File: src/rtl/pdc_pkg.sv
// Package for the dual-axis PD position controller: widths, register indexes,
// reset values and the structs shared by the register block, the axis unit and the top level.
// Depends on nothing.
`timescale 1ns / 1ps
`default_nettype none

package pdc_pkg;

   localparam int COUNT_WIDTH     = 24;
   localparam int LIMIT_WIDTH     = 23;
   localparam int CMP_WIDTH       = ((COUNT_WIDTH > LIMIT_WIDTH) ? COUNT_WIDTH : LIMIT_WIDTH) + 1;
   localparam int ERR_WIDTH       = COUNT_WIDTH + 2;
   localparam int DER_WIDTH       = ERR_WIDTH + 5;
   localparam int SPD_WIDTH       = ERR_WIDTH + 12;
   localparam int GAIN_WIDTH      = 6;
   localparam int SPEED_WIDTH     = 8;
   localparam int DEADBAND_WIDTH  = 10;
   localparam int CSR_ADDR_WIDTH  = 3;
   localparam int CSR_DATA_WIDTH  = 23;
   localparam int REQ_BITS        = 4 * COUNT_WIDTH + 2;
   localparam int REQ_TDATA_WIDTH = ((REQ_BITS + 7) / 8) * 8;
   localparam int RSP_BITS        = 2 * (SPEED_WIDTH + 2);
   localparam int RSP_TDATA_WIDTH = ((RSP_BITS + 7) / 8) * 8;

   localparam logic [SPEED_WIDTH-1:0]    MAX_SPEED_RESET      = SPEED_WIDTH'(180);
   localparam logic [DEADBAND_WIDTH-1:0] DEADBAND_RESET       = DEADBAND_WIDTH'(10);
   localparam logic [GAIN_WIDTH-1:0]     KP_RESET             = GAIN_WIDTH'(7);
   localparam logic [GAIN_WIDTH-1:0]     KD_RESET             = GAIN_WIDTH'(4);
   localparam logic [LIMIT_WIDTH-1:0]    PAN_REF_LIMIT_RESET  = LIMIT_WIDTH'(4764);
   localparam logic [LIMIT_WIDTH-1:0]    TILT_REF_LIMIT_RESET = LIMIT_WIDTH'(1048);

   typedef enum logic [CSR_ADDR_WIDTH-1:0] {
      CSR_MAX_SPEED      = 3'd0,
      CSR_DEADBAND       = 3'd1,
      CSR_PAN_KP         = 3'd2,
      CSR_PAN_KD         = 3'd3,
      CSR_TILT_KP        = 3'd4,
      CSR_TILT_KD        = 3'd5,
      CSR_PAN_REF_LIMIT  = 3'd6,
      CSR_TILT_REF_LIMIT = 3'd7
   } csr_index_type;

   typedef struct packed {
      logic [SPEED_WIDTH-1:0]    max_speed;
      logic [DEADBAND_WIDTH-1:0] deadband;
      logic [GAIN_WIDTH-1:0]     pan_kp;
      logic [GAIN_WIDTH-1:0]     pan_kd;
      logic [GAIN_WIDTH-1:0]     tilt_kp;
      logic [GAIN_WIDTH-1:0]     tilt_kd;
      logic [LIMIT_WIDTH-1:0]    pan_ref_limit;
      logic [LIMIT_WIDTH-1:0]    tilt_ref_limit;
   } cfg_type;

   typedef struct packed {
      logic                   forward;
      logic [SPEED_WIDTH-1:0] duty;
      logic                   drive;
   } axis_res_type;

endpackage

`default_nettype wire

File: src/rtl/pdc_csr.sv
// Configuration registers of the PD position controller, written through a plain write port.
// Depends on pdc_pkg.
`timescale 1ns / 1ps
`default_nettype none

module pdc_csr (
   input  wire logic                               clock,
   input  wire logic                               reset,
   input  wire logic                               csr_wr_en,
   input  wire logic [pdc_pkg::CSR_ADDR_WIDTH-1:0] csr_addr,
   input  wire logic [pdc_pkg::CSR_DATA_WIDTH-1:0] csr_wdata,
   output pdc_pkg::cfg_type                        cfg
);

   pdc_pkg::cfg_type cfg_ff;
   pdc_pkg::cfg_type cfg_in;

   always_comb begin
      cfg_in = cfg_ff;
      if (csr_wr_en) begin
         case (pdc_pkg::csr_index_type'(csr_addr))
            pdc_pkg::CSR_MAX_SPEED: begin
               cfg_in.max_speed = csr_wdata[pdc_pkg::SPEED_WIDTH-1:0];
            end
            pdc_pkg::CSR_DEADBAND: begin
               cfg_in.deadband = csr_wdata[pdc_pkg::DEADBAND_WIDTH-1:0];
            end
            pdc_pkg::CSR_PAN_KP: begin
               cfg_in.pan_kp = csr_wdata[pdc_pkg::GAIN_WIDTH-1:0];
            end
            pdc_pkg::CSR_PAN_KD: begin
               cfg_in.pan_kd = csr_wdata[pdc_pkg::GAIN_WIDTH-1:0];
            end
            pdc_pkg::CSR_TILT_KP: begin
               cfg_in.tilt_kp = csr_wdata[pdc_pkg::GAIN_WIDTH-1:0];
            end
            pdc_pkg::CSR_TILT_KD: begin
               cfg_in.tilt_kd = csr_wdata[pdc_pkg::GAIN_WIDTH-1:0];
            end
            pdc_pkg::CSR_PAN_REF_LIMIT: begin
               cfg_in.pan_ref_limit = csr_wdata[pdc_pkg::LIMIT_WIDTH-1:0];
            end
            pdc_pkg::CSR_TILT_REF_LIMIT: begin
               cfg_in.tilt_ref_limit = csr_wdata[pdc_pkg::LIMIT_WIDTH-1:0];
            end
            default: begin
               cfg_in = cfg_ff;
            end
         endcase
      end
   end

   always_ff @(posedge clock) begin
      if (reset) begin
         cfg_ff.max_speed      <= pdc_pkg::MAX_SPEED_RESET;
         cfg_ff.deadband       <= pdc_pkg::DEADBAND_RESET;
         cfg_ff.pan_kp         <= pdc_pkg::KP_RESET;
         cfg_ff.pan_kd         <= pdc_pkg::KD_RESET;
         cfg_ff.tilt_kp        <= pdc_pkg::KP_RESET;
         cfg_ff.tilt_kd        <= pdc_pkg::KD_RESET;
         cfg_ff.pan_ref_limit  <= pdc_pkg::PAN_REF_LIMIT_RESET;
         cfg_ff.tilt_ref_limit <= pdc_pkg::TILT_REF_LIMIT_RESET;
      end else begin
         cfg_ff <= cfg_in;
      end
   end

   assign cfg = cfg_ff;

endmodule

`default_nettype wire

File: src/rtl/pdc_axis.sv
// Combinational PD law for one axis: ref clamp, error, derivative, speed, saturation, deadband.
// Depends on pdc_pkg.
`timescale 1ns / 1ps
`default_nettype none

module pdc_axis (
   input  wire logic signed [pdc_pkg::COUNT_WIDTH-1:0]    ref_pos,
   input  wire logic signed [pdc_pkg::COUNT_WIDTH-1:0]    count,
   input  wire logic signed [pdc_pkg::CMP_WIDTH-1:0]      ref_lo,
   input  wire logic signed [pdc_pkg::CMP_WIDTH-1:0]      ref_hi,
   input  wire logic signed [pdc_pkg::ERR_WIDTH-1:0]      last_err,
   input  wire logic        [pdc_pkg::GAIN_WIDTH-1:0]     kp,
   input  wire logic        [pdc_pkg::GAIN_WIDTH-1:0]     kd,
   input  wire logic        [pdc_pkg::SPEED_WIDTH-1:0]    max_speed,
   input  wire logic        [pdc_pkg::DEADBAND_WIDTH-1:0] deadband,
   input  wire logic                                      use_deadband,
   output logic signed      [pdc_pkg::ERR_WIDTH-1:0]      err,
   output pdc_pkg::axis_res_type                          res
);

   logic signed [pdc_pkg::CMP_WIDTH-1:0] ref_wide;
   logic signed [pdc_pkg::CMP_WIDTH-1:0] ref_clamped;
   logic signed [pdc_pkg::DER_WIDTH-1:0] diff;
   logic signed [pdc_pkg::DER_WIDTH-1:0] der;
   logic signed [pdc_pkg::SPD_WIDTH-1:0] p_term;
   logic signed [pdc_pkg::SPD_WIDTH-1:0] d_term;
   logic signed [pdc_pkg::SPD_WIDTH-1:0] spd;
   logic signed [pdc_pkg::SPD_WIDTH-1:0] max_pos;
   logic signed [pdc_pkg::SPD_WIDTH-1:0] sat;
   logic signed [pdc_pkg::SPD_WIDTH-1:0] sat_abs;
   logic        [pdc_pkg::ERR_WIDTH-1:0] mag;
   logic                                 coast;

   always_comb begin
      ref_wide = pdc_pkg::CMP_WIDTH'(ref_pos);
      if (ref_wide < ref_lo) begin
         ref_clamped = ref_lo;
      end else if (ref_wide > ref_hi) begin
         ref_clamped = ref_hi;
      end else begin
         ref_clamped = ref_wide;
      end

      // The clamped reference always lies inside the count range.
      err = pdc_pkg::ERR_WIDTH'($signed(ref_clamped[pdc_pkg::COUNT_WIDTH-1:0]))
          - pdc_pkg::ERR_WIDTH'(count);

      diff = pdc_pkg::DER_WIDTH'(err) - pdc_pkg::DER_WIDTH'(last_err);
      der  = (diff <<< 3) + (diff <<< 1);

      p_term = pdc_pkg::SPD_WIDTH'($signed({1'b0, kp})) * pdc_pkg::SPD_WIDTH'(err);
      d_term = pdc_pkg::SPD_WIDTH'($signed({1'b0, kd})) * pdc_pkg::SPD_WIDTH'(der);
      spd    = p_term + d_term;

      max_pos = pdc_pkg::SPD_WIDTH'($signed({1'b0, max_speed}));
      if (spd > max_pos) begin
         sat = max_pos;
      end else if (spd < -max_pos) begin
         sat = -max_pos;
      end else begin
         sat = spd;
      end
      sat_abs = (sat < 0) ? -sat : sat;

      mag   = (err < 0) ? pdc_pkg::ERR_WIDTH'(-err) : pdc_pkg::ERR_WIDTH'(err);
      coast = use_deadband && (mag < pdc_pkg::ERR_WIDTH'(deadband));

      if (coast) begin
         res = '0;
      end else begin
         res.drive   = 1'b1;
         res.duty    = sat_abs[pdc_pkg::SPEED_WIDTH-1:0];
         res.forward = (sat > 0);
      end
   end

endmodule

`default_nettype wire

File: src/rtl/dual_axis_pd_position_controller_core.sv
// Top level of the dual-axis PD position controller: request register, two axis units,
// stored errors and the response register. Depends on pdc_pkg, pdc_csr and pdc_axis.
//
//   Channel   Direction  Handshake                 Payload
//   req_*     in         req_tvalid / req_tready   pan/tilt refs, counts, mode flags
//   rsp_*     out        rsp_tvalid / rsp_tready   per-axis drive, duty, forward
//   csr_*     in         csr_wr_en                 csr_addr, csr_wdata
//
// A request is registered on acceptance; its result enters the response register when that
// is free, and one request is taken every cycle while responses do not stall. The response
// register separates the sides: while a response waits, an empty request register accepts.
// Reset is synchronous; it restores the register defaults and clears both stored errors.
// A stalled response holds the request register, which then holds back req_tready.
`timescale 1ns / 1ps
`default_nettype none

module dual_axis_pd_position_controller_core (
   input  wire logic                                clock,
   input  wire logic                                reset,
   // From bit 0: pan_ref, tilt_ref, pan_count, tilt_count, spray_mode, fire_present, zeros.
   input  wire logic [pdc_pkg::REQ_TDATA_WIDTH-1:0] req_tdata,
   input  wire logic                                req_tvalid,
   output logic                                     req_tready,
   // From bit 0: pan_drive, pan_duty, pan_forward, tilt_drive, tilt_duty, tilt_forward, zeros.
   output logic [pdc_pkg::RSP_TDATA_WIDTH-1:0]      rsp_tdata,
   output logic                                     rsp_tvalid,
   input  wire logic                                rsp_tready,
   input  wire logic                                csr_wr_en,
   input  wire logic [pdc_pkg::CSR_ADDR_WIDTH-1:0]  csr_addr,
   input  wire logic [pdc_pkg::CSR_DATA_WIDTH-1:0]  csr_wdata
);

   localparam int CW = pdc_pkg::COUNT_WIDTH;

   pdc_pkg::cfg_type cfg;

   logic                                 req_valid_ff;
   logic                                 req_valid_in;
   logic signed [CW-1:0]                 pan_ref_ff;
   logic signed [CW-1:0]                 tilt_ref_ff;
   logic signed [CW-1:0]                 pan_count_ff;
   logic signed [CW-1:0]                 tilt_count_ff;
   logic                                 spray_ff;
   logic                                 fire_ff;

   logic signed [pdc_pkg::ERR_WIDTH-1:0] last_pan_err_ff;
   logic signed [pdc_pkg::ERR_WIDTH-1:0] last_pan_err_in;
   logic signed [pdc_pkg::ERR_WIDTH-1:0] last_tilt_err_ff;
   logic signed [pdc_pkg::ERR_WIDTH-1:0] last_tilt_err_in;

   logic                                 rsp_valid_ff;
   logic                                 rsp_valid_in;
   pdc_pkg::axis_res_type                pan_res_ff;
   pdc_pkg::axis_res_type                pan_res_in;
   pdc_pkg::axis_res_type                tilt_res_ff;
   pdc_pkg::axis_res_type                tilt_res_in;

   logic                                 req_fire;
   logic                                 advance;
   logic                                 active;
   logic signed [pdc_pkg::CMP_WIDTH-1:0] pan_hi;
   logic signed [pdc_pkg::CMP_WIDTH-1:0] pan_lo;
   logic signed [pdc_pkg::CMP_WIDTH-1:0] tilt_hi;
   logic signed [pdc_pkg::ERR_WIDTH-1:0] pan_err;
   logic signed [pdc_pkg::ERR_WIDTH-1:0] tilt_err;
   pdc_pkg::axis_res_type                pan_res;
   pdc_pkg::axis_res_type                tilt_res;

   pdc_csr u_csr (
      .clock     (clock),
      .reset     (reset),
      .csr_wr_en (csr_wr_en),
      .csr_addr  (csr_addr),
      .csr_wdata (csr_wdata),
      .cfg       (cfg)
   );

   assign pan_hi  = $signed(pdc_pkg::CMP_WIDTH'(cfg.pan_ref_limit));
   assign pan_lo  = -pan_hi;
   assign tilt_hi = $signed(pdc_pkg::CMP_WIDTH'(cfg.tilt_ref_limit));

   pdc_axis u_pan_axis (
      .ref_pos      (pan_ref_ff),
      .count        (pan_count_ff),
      .ref_lo       (pan_lo),
      .ref_hi       (pan_hi),
      .last_err     (last_pan_err_ff),
      .kp           (cfg.pan_kp),
      .kd           (cfg.pan_kd),
      .max_speed    (cfg.max_speed),
      .deadband     (cfg.deadband),
      .use_deadband (!spray_ff),
      .err          (pan_err),
      .res          (pan_res)
   );

   pdc_axis u_tilt_axis (
      .ref_pos      (tilt_ref_ff),
      .count        (tilt_count_ff),
      .ref_lo       ('0),
      .ref_hi       (tilt_hi),
      .last_err     (last_tilt_err_ff),
      .kp           (cfg.tilt_kp),
      .kd           (cfg.tilt_kd),
      .max_speed    (cfg.max_speed),
      .deadband     (cfg.deadband),
      .use_deadband (!spray_ff),
      .err          (tilt_err),
      .res          (tilt_res)
   );

   always_comb begin
      advance    = req_valid_ff && (!rsp_valid_ff || rsp_tready);
      req_tready = !req_valid_ff || advance;
      req_fire   = req_tvalid && req_tready;
      active     = spray_ff || fire_ff;

      if (req_fire) begin
         req_valid_in = 1'b1;
      end else if (advance) begin
         req_valid_in = 1'b0;
      end else begin
         req_valid_in = req_valid_ff;
      end

      if (advance) begin
         rsp_valid_in = 1'b1;
      end else if (rsp_tready) begin
         rsp_valid_in = 1'b0;
      end else begin
         rsp_valid_in = rsp_valid_ff;
      end

      last_pan_err_in  = last_pan_err_ff;
      last_tilt_err_in = last_tilt_err_ff;
      pan_res_in       = pan_res_ff;
      tilt_res_in      = tilt_res_ff;
      if (advance) begin
         if (active) begin
            last_pan_err_in  = pan_err;
            last_tilt_err_in = tilt_err;
            pan_res_in       = pan_res;
            tilt_res_in      = tilt_res;
         end else begin
            pan_res_in       = '0;
            tilt_res_in      = '0;
         end
      end
   end

   always_ff @(posedge clock) begin
      if (reset) begin
         req_valid_ff     <= 1'b0;
         rsp_valid_ff     <= 1'b0;
         last_pan_err_ff  <= '0;
         last_tilt_err_ff <= '0;
      end else begin
         req_valid_ff     <= req_valid_in;
         rsp_valid_ff     <= rsp_valid_in;
         last_pan_err_ff  <= last_pan_err_in;
         last_tilt_err_ff <= last_tilt_err_in;
      end
   end

   always_ff @(posedge clock) begin
      if (req_fire) begin
         pan_ref_ff    <= $signed(req_tdata[CW-1:0]);
         tilt_ref_ff   <= $signed(req_tdata[2*CW-1:CW]);
         pan_count_ff  <= $signed(req_tdata[3*CW-1:2*CW]);
         tilt_count_ff <= $signed(req_tdata[4*CW-1:3*CW]);
         spray_ff      <= req_tdata[4*CW];
         fire_ff       <= req_tdata[4*CW+1];
      end
      pan_res_ff  <= pan_res_in;
      tilt_res_ff <= tilt_res_in;
   end

   assign rsp_tvalid = rsp_valid_ff;
   assign rsp_tdata  = pdc_pkg::RSP_TDATA_WIDTH'({tilt_res_ff, pan_res_ff});

   a_pan_coast_quiet : assert property (@(posedge clock) disable iff (reset)
      rsp_valid_ff && !pan_res_ff.drive |-> pan_res_ff.duty == '0 && !pan_res_ff.forward)
      else $error("pan coasts with nonzero duty or forward");

   a_tilt_forward_duty : assert property (@(posedge clock) disable iff (reset)
      rsp_valid_ff && tilt_res_ff.forward |-> tilt_res_ff.duty != '0 && tilt_res_ff.drive)
      else $error("tilt forward without duty");

   a_state_kept_idle_mode : assert property (@(posedge clock) disable iff (reset)
      advance && !active |=> $stable(last_pan_err_ff) && $stable(last_tilt_err_ff))
      else $error("stored error changed with no mode set");

   a_no_rsp_after_reset : assert property (@(posedge clock)
      !reset && $past(reset) |-> !rsp_tvalid)
      else $error("response valid right after reset");

endmodule

`default_nettype wire
File: config.mk
export PLATFORM = sky130hd
export DESIGN_NAME = dual_axis_pd_position_controller_core
export DESIGN_NICKNAME = d
export VERILOG_FILES = /design/src/rtl/pdc_pkg.sv /design/src/rtl/pdc_csr.sv /design/src/rtl/pdc_axis.sv /design/src/rtl/dual_axis_pd_position_controller_core.sv
export SDC_FILE = /design/constraint.sdc
export NUM_CORES = 2
export LEC_CHECK = 0
export ABC_CLOCK_PERIOD_IN_PS = 23800
export BUFFER_PORTS_ARGS = -buffer_cell sky130_fd_sc_hd__buf_2
export CELL_PAD_IN_SITES_DETAIL_PLACEMENT = 0
export CELL_PAD_IN_SITES_GLOBAL_PLACEMENT = 2
export CORE_MARGIN = 2
export CORE_UTILIZATION = 25
export CTS_BUF_LIST = sky130_fd_sc_hd__clkbuf_8 sky130_fd_sc_hd__clkbuf_16
export DETAILED_ROUTE_END_ITERATION = 8
export PLACE_DENSITY = 0.59
export SYNTH_ARGS = -nofsm -noshare
export SYNTH_HDL_FRONTEND = slang
export SYNTH_SLANG_ARGS = --single-unit
File: constraint.sdc
create_clock -name clock -period 23.8 [get_ports clock]
set_input_delay 4.76 -clock clock [delete_from_list [all_inputs] [get_ports clock]]
set_output_delay 4.76 -clock clock [all_outputs]
set_load 0.005 [all_outputs]
==> results.md <==
- Status: finished clean
- Num CTS Buffers: 36
- Vias in the first global route: 39,587
- Num rows: 160
- First-iteration detailed-routing DRC count: 1,650
- Minimum clock period: 19.08 ns
- Post-Route Setup TNS: 0 ns
- Root buf cell: clkbuf_16
- Htree depth: 2
- R2r startpoint: u_csr.cfg[25]
- Critical path launch point: u_csr.cfg[25]
- Top FF cell, synth: dfxtp_1
- CTS Sinks: 258
- Crit start category: register
- Die W: 442 um
- Synth warnings: 0
- Synth cell types: 93
- Worst-case clock buffer depth: 3
- Worst slew pin tran: 1.23 ns
- Mean post-synth cell area: 8.43 sq um
- R2r setup slk: 4.72 ns
- Post-CTS Hold Buffers: 0
- Clock skew: 0.0152 ns
- IO Pins: 161
- Hold Path Sink: last_pan_err_ff[9]
- EDFF count, synth: 118
- Crit. End Element: register
- Max Clock Freq: 0.0524 GHz
- Vias after detailed routing: 37,636
- Critical path data required time: 24.16 ns
- Setup CP Type: reg2reg
- Initial DRT Pass Iterations: 5
- CP peak stage delay: 0.71 ns
- Slew Viols, Final: 0
- Post-CTS setup buffers: 0
- Routed wire length per instance: 17.1 um
- Worst-path clk slew: 0.06 ns
- CP Max Fanout: 15
- Mapped Cells: 5,703
- Antenna Nets Post-Route: 0
- DRC: 0
- Worst Hold Depth: 2
- Fill cells: 20,750
- Initial antenna violation count: 9
- CP max stage cell: a2111oi_0
- Hold WC Path Type: reg2reg
- Post-synth ARST share: 0%
- Final Hold Viols: 0
- HPWL after DPL: 118,000 um
- Placeable Area: 191,000 sq um
- Commonest non-fill, non-tap cell in the layout: inv_1
- Port Buffer Count: 150
- Most frequent cells in the layout: inv_1 (850), ha_1 (611), fa_1 (518)
- Crit path DAT: 19.44 ns
- Area of the mapped netlist: 48,100 sq um
- RSZ-0062 raised after global routing: false
- GR Util All Layers: 14.5%
- Total of max-cap violations: 0
- Relative slew slack: 17.8%
- FF+latch count, synth: 258
- CTS tree: built
- Die Y: 442 um
- Worst R2R End: rsp_tdata[5]
- Initial core utilization: 25.2%
- Largest net degree at the start of global routing: 83
- Layout Nets: 7,027
- Hold Startpoint: last_pan_err_ff[9]
- Seq/Total Area, Yosys: 13.2%
- Die area: 196,000 sq um
- Fraction of layout cells with a size suffix above 1: 5.66%
- Clock Latency Late Sink: 0.61 ns
- CP dominant cell by count: inv_1
- Post-CTS Resized: 0
- WL final: 142,000 um
- Vias/cell: 4.53
- Global route overflow: 0
- Area grow syn2layout: 10.3%
- Final setup viols: 0
- Tcrit/Tclk final: 80.2%
- First-pass GRT wire length: 227,000 um
- Routability congestion estimate: 0.813
- Worst r2r path cells: 77
Yosys cell counts, drive strengths merged, types with 56 or more instances:
library cell	number	area share [%]
inv	847	6.6
a21oi	304	3.2
dfxtp	140	5.8
edfxtp	118	7.4
nor2	298	2.3
a211oi	59	0.92
clkbuf	178	1.4
o21ai	169	1.8
nand3	92	0.96
mux2i	56	1.2
ha	611	16
xor2	87	1.6
nand2	497	3.9
nor2b	96	1.2
nor3	118	1.2
and2	448	5.8
xnor2	196	3.6
nand2b	79	1.0
a21o	138	2.2
fa	518	22
o21a	79	1.2
routing by layer:
layer  vias to the layer above  part of all wire (%)  track usage (%)
met5                         -                 0.019                0
met4                         6                   2.8             3.87
met3                       124                   2.3             1.49
met2                       381                    43             22.8
met1                     17968                    52             21.0
li1                      19157                     -                -
per-stage QoR:
stage          hold slack, ns  area, sq um  setup slack, ns  std cells  util, %
4_1_cts                 0.455        53000             4.45       8302     27.8
2_1_floorplan           0.436        48100             7.20       5706        -
3_3_place_gp            0.441        51700             4.51       8236     27.1
3_5_place_dp            0.447        51700             4.55       8236     27.1
5_1_grt                 0.470        53000             2.93       8304     27.8
6_report                0.451        53000             4.72       8305     27.8
worst max path at each step:
stage	end	slack [ns]
floorplan	rsp_tdata[5]	7.20
global placement	rsp_tdata[5]	4.51
detailed placement	rsp_tdata[5]	4.55
CTS	rsp_tdata[5]	4.45
global route	rsp_tdata[5]	2.93
finish	rsp_tdata[5]	4.72
layout make-up:
| type | instances | area (sq um) | share of cell area (%) |
|---|---|---|---|
| Sequential cell | 258 | 6350 | 12.0 |
| Timing Repair Buffer | 210 | 1200 | 2.27 |
| Clock buffer | 39 | 965 | 1.82 |
| Antenna cell | 3 | 7.51 | 0.0142 |
| Clock inverter | 27 | 333 | 0.628 |
| Tap cell | 2511 | 3140 | 5.92 |
| Multi-Input combinational cell | 4408 | 37900 | 71.4 |
| Inverter | 849 | 3190 | 6.01 |
registers in the layout (all words and copies together), names as in the netlist:
| signal | cells |
|---|---|
| fire_ff | 1 |
| pan_count_ff | 24 |
| last_tilt_err_ff | 25 |
| tilt_ref_ff | 24 |
| rsp_tdata | 20 |
| req_valid_ff | 1 |
| tilt_count_ff | 24 |
| pan_ref_ff | 24 |
| spray_ff | 1 |
| rsp_tvalid | 1 |
| last_pan_err_ff | 25 |
| u_csr.cfg | 88 |
worst max-delay path, delay by kind of cell (launching register included):
family | cells | cell delay (ns)
simple gates | 21 | 4.59
xor+xnor | 6 | 1.35
buf+inv | 9 | 0.84
fa+ha+maj | 13 | 5.37
mux | 1 | 0.25
flops | 1 | 0.37
compound gates | 27 | 6.00
kinds of logic (layout without fill, tap and decap cells):
| group | Yosys count | count (layout) | synth area share [%] |
|---|---|---|---|
| DFF | 258 | 258 | 13.2 |
| muxes | 71 | 71 | 1.53 |
| xor gates and xnor gates | 283 | 283 | 5.16 |
| buffers and inverters | 1040 | 1125 | 8.15 |
| and+or+nand+nor | 1867 | 1867 | 20.0 |
| other | 1 | 7 | 0.00780 |
| AOI/OAI and AO/OA | 1053 | 1053 | 14.5 |
| adders and majority gates | 1130 | 1130 | 37.5 |
Power is left out: the tool's default activity adds up to more than one toggle a clock period on the data nets, which glitch-free logic cannot reach.
